[src/rtl/brf_pkg.sv]
// brf_pkg: payload types, widths and codes of the bisection root finder
// no dependencies; imported by every module of the block
`timescale 1ns / 1ps
`default_nettype none

package brf_pkg;

	localparam int VALUE_WIDTH = 32;
	localparam int TOL_WIDTH   = 31;
	localparam int DATA_WIDTH  = 32;
	localparam int ADDR_WIDTH  = 3;

	localparam logic CMD_START = 1'b0;
	localparam logic CMD_REPLY = 1'b1;

	localparam logic KIND_REQUEST = 1'b0;
	localparam logic KIND_DONE    = 1'b1;

	localparam logic [1:0] ST_BETWEEN = 2'd0;
	localparam logic [1:0] ST_LEFT    = 2'd1;
	localparam logic [1:0] ST_RIGHT   = 2'd2;
	localparam logic [1:0] ST_NONE    = 2'd3;

	localparam logic REG_TOLERANCE = 1'b0;

	typedef logic signed [VALUE_WIDTH-1:0] value_t;
	typedef logic [VALUE_WIDTH-1:0]        mag_t;
	typedef logic [TOL_WIDTH-1:0]          tol_t;

	typedef struct packed {
		logic   command;
		value_t left_end;
		value_t right_end;
		value_t func_value;
	} cmd_item_t;

	typedef struct packed {
		logic       kind;
		value_t     point;
		logic [1:0] status;
	} res_item_t;

	function automatic mag_t magnitude(input value_t x);
		mag_t m;
		m = mag_t'(x);
		return x[VALUE_WIDTH-1] ? (~m + mag_t'(1)) : m;
	endfunction

	// floor of the half sum, one bit wider so it cannot overflow
	function automatic value_t midpoint(input value_t a, input value_t b);
		logic signed [VALUE_WIDTH:0] s;
		s = {a[VALUE_WIDTH-1], a} + {b[VALUE_WIDTH-1], b};
		return value_t'(s[VALUE_WIDTH:1]);
	endfunction

	function automatic logic opposite(input value_t a, input value_t b);
		return (a != '0) && (b != '0) && (a[VALUE_WIDTH-1] != b[VALUE_WIDTH-1]);
	endfunction

endpackage

`default_nettype wire

[src/rtl/bisection_root_finder_core.sv]
// bisection_root_finder_core: top level with input and result registers
// depends on brf_pkg, brf_cfg, brf_engine
`timescale 1ns / 1ps
`default_nettype none

// Bisection root search controller for an outside function evaluator. A start
// transfer on cmd loads the interval ends; each result on res is either a
// request for f at a point (to be answered by a reply transfer) or the final
// report. The block takes one item per clock cycle with no bubbles while no
// result is held by res_stall. An item's transfer moves it into the input
// register; the search state is updated at the edge that moves its result
// into the result register, from which the result is offered on res. One item
// may wait in the input register while a result is held by res_stall. The
// tolerance register is written over APB at byte address 0 and should only be
// changed while no search item is open.
module bisection_root_finder_core (
	input  wire logic                           clk,
	input  wire logic                           arst_n,
	input  wire logic                           cmd_valid,
	output logic                                cmd_stall,
	input  wire brf_pkg::cmd_item_t             cmd_item,
	output logic                                res_valid,
	input  wire logic                           res_stall,
	output brf_pkg::res_item_t                  res_item,
	input  wire logic                           psel,
	input  wire logic                           penable,
	input  wire logic                           pwrite,
	input  wire logic [brf_pkg::ADDR_WIDTH-1:0] paddr,
	input  wire logic [brf_pkg::DATA_WIDTH-1:0] pwdata,
	output logic      [brf_pkg::DATA_WIDTH-1:0] prdata,
	output logic                                pready
);
	import brf_pkg::*;

	logic      cmd_valid_s1;
	cmd_item_t cmd_item_s1;
	logic      res_valid_q;
	res_item_t res_item_q;
	logic      out_free, fire, has_result;
	res_item_t result;
	tol_t      tolerance;

	assign out_free  = !res_valid_q || !res_stall;
	assign fire      = cmd_valid_s1 && out_free;
	assign cmd_stall = cmd_valid_s1 && !out_free;
	assign res_valid = res_valid_q;
	assign res_item  = res_item_q;

	brf_cfg u_cfg (
		.clk       (clk),
		.arst_n    (arst_n),
		.psel      (psel),
		.penable   (penable),
		.pwrite    (pwrite),
		.paddr     (paddr),
		.pwdata    (pwdata),
		.prdata    (prdata),
		.pready    (pready),
		.tolerance (tolerance)
	);

	brf_engine u_engine (
		.clk        (clk),
		.arst_n     (arst_n),
		.fire       (fire),
		.item       (cmd_item_s1),
		.tolerance  (tolerance),
		.has_result (has_result),
		.result     (result)
	);

	// input register
	always_ff @(posedge clk or negedge arst_n) begin
		if (!arst_n) begin
			cmd_valid_s1 <= 1'b0;
		end else if (!cmd_stall) begin
			cmd_valid_s1 <= cmd_valid;
		end
	end

	always_ff @(posedge clk) begin
		if (!cmd_stall && cmd_valid) begin
			cmd_item_s1 <= cmd_item;
		end
	end

	// result register
	always_ff @(posedge clk or negedge arst_n) begin
		if (!arst_n) begin
			res_valid_q <= 1'b0;
		end else if (fire && has_result) begin
			res_valid_q <= 1'b1;
		end else if (!res_stall) begin
			res_valid_q <= 1'b0;
		end
	end

	always_ff @(posedge clk) begin
		if (fire && has_result) begin
			res_item_q <= result;
		end
	end

endmodule

`default_nettype wire

[src/rtl/brf_cfg.sv]
// brf_cfg: apb register file holding the root tolerance
// depends on brf_pkg
`timescale 1ns / 1ps
`default_nettype none

module brf_cfg (
	input  wire logic                           clk,
	input  wire logic                           arst_n,
	input  wire logic                           psel,
	input  wire logic                           penable,
	input  wire logic                           pwrite,
	input  wire logic [brf_pkg::ADDR_WIDTH-1:0] paddr,
	input  wire logic [brf_pkg::DATA_WIDTH-1:0] pwdata,
	output logic      [brf_pkg::DATA_WIDTH-1:0] prdata,
	output logic                                pready,
	output brf_pkg::tol_t                       tolerance
);
	import brf_pkg::*;

	tol_t tolerance_q;
	logic reg_sel;

	assign reg_sel   = (paddr[ADDR_WIDTH-1] == REG_TOLERANCE);
	assign pready    = 1'b1;
	assign tolerance = tolerance_q;

	always_ff @(posedge clk or negedge arst_n) begin
		if (!arst_n) begin
			tolerance_q <= tol_t'(1);
		end else if (psel && penable && pwrite && reg_sel) begin
			tolerance_q <= pwdata[TOL_WIDTH-1:0];
		end
	end

	always_comb begin
		prdata = '0;
		if (reg_sel) begin
			prdata = DATA_WIDTH'(tolerance_q);
		end
	end

endmodule

`default_nettype wire

[src/rtl/brf_engine.sv]
// brf_engine: search state registers and the per-item update logic
// depends on brf_pkg
`timescale 1ns / 1ps
`default_nettype none

module brf_engine (
	input  wire logic               clk,
	input  wire logic               arst_n,
	input  wire logic               fire,
	input  wire brf_pkg::cmd_item_t item,
	input  wire brf_pkg::tol_t      tolerance,
	output logic                    has_result,
	output brf_pkg::res_item_t      result
);
	import brf_pkg::*;

	localparam logic [1:0] PH_IDLE  = 2'd0;
	localparam logic [1:0] PH_LEFT  = 2'd1;
	localparam logic [1:0] PH_RIGHT = 2'd2;
	localparam logic [1:0] PH_MID   = 2'd3;

	logic [1:0] phase_q, phase_d;
	value_t     left_pos_q, left_pos_d, right_pos_q, right_pos_d;
	value_t     left_val_q, left_val_d, right_val_q, right_val_d;
	value_t     mid_pos_q, mid_pos_d, prev_mid_q, prev_mid_d;
	logic       prev_mid_valid_q, prev_mid_valid_d;

	mag_t   tol_ext;
	logic   fv_root, lv_root;
	logic   keep_left;
	value_t new_left, new_right;

	assign tol_ext = mag_t'(tolerance);
	assign fv_root = magnitude(item.func_value) < tol_ext;
	assign lv_root = magnitude(left_val_q) < tol_ext;

	// narrow toward a sign change, else toward the smaller end value
	always_comb begin
		if (opposite(left_val_q, item.func_value)) begin
			keep_left = 1'b1;
		end else if (opposite(right_val_q, item.func_value)) begin
			keep_left = 1'b0;
		end else begin
			keep_left = magnitude(left_val_q) < magnitude(right_val_q);
		end
		new_left  = keep_left ? left_pos_q : mid_pos_q;
		new_right = keep_left ? mid_pos_q : right_pos_q;
	end

	always_comb begin
		phase_d          = phase_q;
		left_pos_d       = left_pos_q;
		right_pos_d      = right_pos_q;
		left_val_d       = left_val_q;
		right_val_d      = right_val_q;
		mid_pos_d        = mid_pos_q;
		prev_mid_d       = prev_mid_q;
		prev_mid_valid_d = prev_mid_valid_q;
		has_result       = 1'b0;
		result           = '{kind: KIND_REQUEST, point: '0, status: ST_BETWEEN};

		if (item.command == CMD_START) begin
			left_pos_d       = item.left_end;
			right_pos_d      = item.right_end;
			prev_mid_valid_d = 1'b0;
			phase_d          = PH_LEFT;
			has_result       = 1'b1;
			result.point     = item.left_end;
		end else begin
			case (phase_q)
				PH_IDLE: begin
					has_result = 1'b0;
				end
				PH_LEFT: begin
					left_val_d   = item.func_value;
					phase_d      = PH_RIGHT;
					has_result   = 1'b1;
					result.point = right_pos_q;
				end
				PH_RIGHT: begin
					right_val_d = item.func_value;
					has_result  = 1'b1;
					if (lv_root) begin
						phase_d = PH_IDLE;
						result  = '{kind: KIND_DONE, point: left_pos_q, status: ST_LEFT};
					end else if (fv_root) begin
						phase_d = PH_IDLE;
						result  = '{kind: KIND_DONE, point: right_pos_q, status: ST_RIGHT};
					end else begin
						mid_pos_d        = midpoint(left_pos_q, right_pos_q);
						prev_mid_valid_d = 1'b0;
						phase_d          = PH_MID;
						result.point     = mid_pos_d;
					end
				end
				PH_MID: begin
					has_result = 1'b1;
					if (fv_root) begin
						phase_d = PH_IDLE;
						result  = '{kind: KIND_DONE, point: mid_pos_q, status: ST_BETWEEN};
					end else if (prev_mid_valid_q && (mid_pos_q == prev_mid_q)) begin
						phase_d = PH_IDLE;
						result  = '{kind: KIND_DONE, point: mid_pos_q, status: ST_NONE};
					end else begin
						left_pos_d  = new_left;
						right_pos_d = new_right;
						if (keep_left) begin
							right_val_d = item.func_value;
						end else begin
							left_val_d = item.func_value;
						end
						prev_mid_d       = mid_pos_q;
						prev_mid_valid_d = 1'b1;
						mid_pos_d        = midpoint(new_left, new_right);
						result.point     = mid_pos_d;
					end
				end
				default: begin
					phase_d = PH_IDLE;
				end
			endcase
		end
	end

	always_ff @(posedge clk or negedge arst_n) begin
		if (!arst_n) begin
			phase_q          <= PH_IDLE;
			left_pos_q       <= '0;
			right_pos_q      <= '0;
			left_val_q       <= '0;
			right_val_q      <= '0;
			mid_pos_q        <= '0;
			prev_mid_q       <= '0;
			prev_mid_valid_q <= 1'b0;
		end else if (fire) begin
			phase_q          <= phase_d;
			left_pos_q       <= left_pos_d;
			right_pos_q      <= right_pos_d;
			left_val_q       <= left_val_d;
			right_val_q      <= right_val_d;
			mid_pos_q        <= mid_pos_d;
			prev_mid_q       <= prev_mid_d;
			prev_mid_valid_q <= prev_mid_valid_d;
		end
	end

endmodule

`default_nettype wire

[config.mk]
export PLATFORM = sky130hd
export DESIGN_NAME = bisection_root_finder_core
export DESIGN_NICKNAME = d
export VERILOG_FILES = /design/src/rtl/brf_pkg.sv /design/src/rtl/bisection_root_finder_core.sv /design/src/rtl/brf_cfg.sv /design/src/rtl/brf_engine.sv
export SDC_FILE = /design/constraint.sdc
export NUM_CORES = 1
export LEC_CHECK = 0
export ABC_AREA = 1
export BUFFER_PORTS_ARGS = -buffer_cell sky130_fd_sc_hd__buf_2
export CAP_MARGIN = 20
export CORE_MARGIN = 2
export CORE_UTILIZATION = 58
export DETAILED_ROUTE_END_ITERATION = 8
export PLACE_DENSITY = 0.82
export SETUP_SLACK_MARGIN = 0.2
export SLEW_MARGIN = 30
export SYNTH_ARGS = -nofsm -noshare
export SYNTH_HDL_FRONTEND = slang
export SYNTH_SLANG_ARGS = --single-unit
[constraint.sdc]
create_clock -name clk -period 7.5 [get_ports clk]
set_input_delay 1.5 -clock clk [delete_from_list [all_inputs] [get_ports clk]]
set_output_delay 1.5 -clock clk [all_outputs]
set_load 0.01 [all_outputs]
Word-level counts from Yosys, hierarchy flattened:

Cells that the tools add are included.

* register bits: 360
* input bits: 139
* output and inout port bits: 70
* word-level logic and storage cells: 142

* $add $sub $neg: 5
* order comparisons: 3
* equal/unequal tests: 23
* multiplexer cells: 56
* bitwise operators: 6
* reductions and logical operators: 31

Operators with widths (count)
* 32-bit 2-to-1 mux: 25
* 32-bit case mux with 2 select lines: 3
* 32-bit by 1-bit adder with 32-bit output (second input constant): 3
* 32-bit NOT: 3
* 32-bit case mux with 3 select lines: 1
* 32-bit nonzero test: 3
* 35-bit 2-to-1 mux: 2
* 32-bit by 32-bit adder with 33-bit output: 2
* 32-bit by 31-bit less-than comparator with 1-bit output: 2
* 32-bit equality test: 1
* 32-bit less-than comparator: 1
* 31-bit 2-to-1 mux: 1
* 6-bit AND reduction: 4
* 2-bit 2-to-1 mux: 7
* 2-bit inequality test (second input constant): 7
* 1-bit logical AND: 12
* 1-bit 2-to-1 mux: 12
* 3-bit inequality test (second input constant): 4
* 2-bit by 1-bit inequality test with 1-bit output (second input constant): 3
* 1-bit case mux with 2 select lines: 3
* 2-bit case mux with 3 select lines: 1
* 5-bit AND reduction: 1
* 2-bit equality test (second input constant): 2
* 1-bit zero test: 4
* other kinds (13): 17

Logic depth before layout (Yosys ltp):

* word-level depth: 12
* depth in mapped cells: 56
* depth with buffers taken out: 54

By module:

From an unflattened synthesis, not the netlist that was laid out.

* cell total of the unflattened synthesis: 3314
* area total of the unflattened synthesis: 24972.7 sq um

Modules (own cells, without submodules)
* brf_engine: instances 1, cells each 2960, area an instance 19411.1 sq um, sequential area each 4879.7 sq um
* bisection_root_finder_core: instances 1, cells each 147, area an instance 4065.1 sq um, sequential area each 4013.8 sq um
* brf_cfg: instances 1, cells each 207, area an instance 1496.4 sq um, sequential area each 777.0 sq um

Least setup slack after synthesis:

Ideal clock, no wire load.

* path type: reg2reg
* from: register u_engine.right_val_q[2]
* to: register res_item_q (netlist bit res_item[23]), data pin
* library setup time: 253 ps
* data arrival time: 6115 ps
* required time: 7247 ps
* setup slack: 1132 ps
* stages on the path, launching flop included: 51
* buffers on the path: 2
* clock period less this slack: 6368 ps
* cell sequence: dfrtp_1 nor3_1 nor3b_1 inv_1 nor3_1 nand3_1 nor2_1 nand3_1 nor3_1 inv_1 nor3_1 nand2_1 inv_1 nand3_1 nand2_1 o21ai_0 xor2_1 inv_1 [... 15 more ...] o21ai_0 nand2_1 a21oi_1 nand2_1 nand2_1 nand2_1 nand2_1 inv_1 o21ai_0 nand2_1 nand2_1 a21oi_1 xor2_1 nand2_1 o211ai_1 nand4_1 nand2_1 nand2_1

RTL lines
* start: declaration: line brf_engine.sv:24 `value_t left_val_q, left_val_d, right_val_q, right_val_d;`
* start signal: assignment: line brf_engine.sv:140 `right_val_q <= right_val_d;`
* end signal: assignment: line bisection_root_finder_core.sv:100 `res_item_q <= result;`
* end: declaration: line bisection_root_finder_core.sv:38 `res_item_t res_item_q;`

==> impl_results.md <==
* Setup ws final at ~0.6 ns
* Fin cells at between 4000 and 5000
* CP max stage delay at about 0.40 ns
* Fraction of layout instances using a drive strength above 1 at a little under an eighth
* Yosys cell types at slightly below 60
* Placed cell count at 3937
* Initial DRC count at approximately 2600
* Clk buf depth at 3
* Final worst path period share at between 90% and 100%
* CTS clk-pin slew, worst paths at about 0.060 ns
* # port buffers at around 200
* Critical path required time at slightly below 8 ns
* Final slew viol count at 0
* Hold Vio Cnt, Final at 0
* First drt pass iteration count at 8
* Core Area at 0.0420 mm²
* Most common cell after layout, fill and taps aside: nand2_1
* Sum Neg Setup Slack at 0 ns
* Syn Nets at between 3000 and 4000
* Most Frequent Cell on Critical Path: nand2_1
* First-pass GRT wire length at about 120000 µm
* Number of enable flip-flop cells after synthesis at between 100 and 150
* Antenna diode count at 0
* Pre-CTS WS at roughly 0.25 ns
* Die Wd at approximately 210 µm
* Root buf cell: clkbuf_16
* Most frequent cells in the layout: nand2_1 (875), inv_1 (349), o21ai_0 (302)
* Path type of the worst min-delay path: flop to flop
* CTS buffer count at 40
* Seq cells post-synth at 360
* CTS Sinks at 360
* Die footprint at roughly 0.044 mm²
* Maximum number of pins on one net before global-route repair at around 170
* Antenna Nets Post-Route at 0
* Area delta synth->final at 13.0%
* Fin nets at roughly 3800
* Vias at about 24000
* RePlAce Congestion at 1.02
* HPWL Detailed at about 56000 µm
* Ys async rst share at 63.3%
* Clock skew at 0.0415 ns
* Main synth FF type: dfrtp_1
* Number of global-route vias before repair at between 20000 and 25000
* Post-DR vias/cell at around 6
* Syn Inst Count at roughly 3300
* Max Cap Viol at 0
* Initial Util at 58.9%
* Crit. End Element: flop
* Grt ovf at 0
* FMAX at ~140 MHz
* CP max-delay cell: dfrtp_1
* Average wire per standard cell at 19.1 µm
* Critical path type: flop to flop
* Unrepaired setup endpoints after global routing: false
* Hold buffer count at CTS at 0
* Cell area after synthesis at around 0.025 mm²
* Total GRT Usage at 34.2%
* Crit start category: flop
* Avg Inst Size Synth at 7.55 µm²
* Relative slew margins at roughly 39%
* Crit path DAT at roughly 7.2 ns
* Status: finished, final reports clean
* Filler instances at 3564
* Antenna violations before repair at 2
* Maximum net fanout on the critical path at 32
* Worst-skew pair later-pin latency at slightly below 0.6 ns
* # rows at 75
* Yosys warnings at 0
* Final min period at just under 7 ns
* Share of the yosys chip area belonging to registers at between 30 and 40%
* Tightest Pin Transition at between 0.9 and 1 ns
* DRT Wirelength at about 77000 µm
* Die height at between 200 and 250 µm
* Htree depth at 2
* Final setup fails at 0
* DRC Markers at 0
* CTS tree: yes
* Ports at about 210
## synth_stat cells (all sizes together), types with 47 or more instances
master	count	area share [%]
nand4	50	1.3
dfrtp	227	23
o21ai	352	7.1
nor2	281	4.5
xor2	112	4.0
buf	51	1.3
ha	156	7.9
edfxtp	132	16
nand3	121	2.5
clkbuf	68	1.0
nor3	52	1.2
a21oi	204	4.1
inv	363	5.5
nand2	886	14
o21a	47	1.4
## layer usage
layer  track usage [%]  vias up  wire (µm)
met5                 0        -          0
met4              16.0        0       3830
met3              4.91      234       6770
met2              55.1     1188      34700
met1              46.0    11100      31500
li1                  -    11200          -
## per-stage QoR
stage	hold slack, ns	utilization, %	area (µm²)
6_report	0.488	66.6	28000
4_1_cts	0.489	65.9	27700
3_5_place_dp	0.475	62.4	26200
2_1_floorplan	0.453	-	24800
5_1_grt	0.528	66.6	28000
3_3_place_gp	0.466	62.4	26200
## critical path, delay by kind of cell (launching register included)
kind	cells	cell delay, ns
xor+xnor	2	0.45
buf+inv	8	0.98
flops	1	0.40
simple gates	19	2.48
fa+ha+maj	3	0.81
compound gates	6	1.52
## worst paths after layout
check | slack (ns) | cells past startpoint | from | endpoint
worst min register to register | 0.49 | 2 | u_engine.left_val_q[1] | u_engine.left_val_q[1]
worst max-delay path | 0.60 | 38 | u_engine.left_val_q[0] | res_item[23]
worst min-delay path | 0.49 | 2 | u_engine.left_val_q[1] | u_engine.left_val_q[1]
max in group asynchronous | 5.36 | 3 | arst_n | u_engine.prev_mid_q[30]
min in group asynchronous | 0.86 | 1 | arst_n | u_engine.left_pos_q[3]
worst max register to register | 0.60 | 38 | u_engine.left_val_q[0] | res_item[23]
## cell type report
class,instances,area (µm²),share of cell area [%]
repair buffers,250,1490,5.34
clock buffers,56,1220,4.35
well taps,539,674,2.41
clock inverters,18,231,0.827
multi-input cells,2437,13300,47.6
flip-flops and latches,360,9670,34.6
inverters,364,1370,4.89
## state kept, by name (all words and copies together), names as in the netlist
signal and count:
u_cfg.tolerance 31, cmd_item_s1 97, u_engine.mid_pos_q 32, u_engine.right_pos_q 32
u_engine.left_val_q 32, u_engine.prev_mid_valid_q 1, res_item 35, cmd_valid_s1 1
u_engine.right_val_q 32, u_engine.prev_mid_q 32, u_engine.phase_q 2, u_engine.left_pos_q 32
res_valid 1
## cells by family after synthesis
family,after synthesis,share of synthesized area [%]
AOI/OAI and AO/OA,678,15.0
buffers and inverters,483,7.84
DFF,360,39.0
other,2,0.0303
and+or+nand+nor,1441,24.4
muxes,8,0.364
xor gates and xnor gates,150,5.30
adders and majority gates,158,8.04
## repair_timing
action	in CTS	in global routing
setup buffers	0	11
resized for setup	1	52
endpoints found under the setup margin	1	35
cloned	0	1
pin swaps	1	17
Power is not shown: default switching activity piles up to over one toggle a cycle in this logic, so the estimate is an artifact.
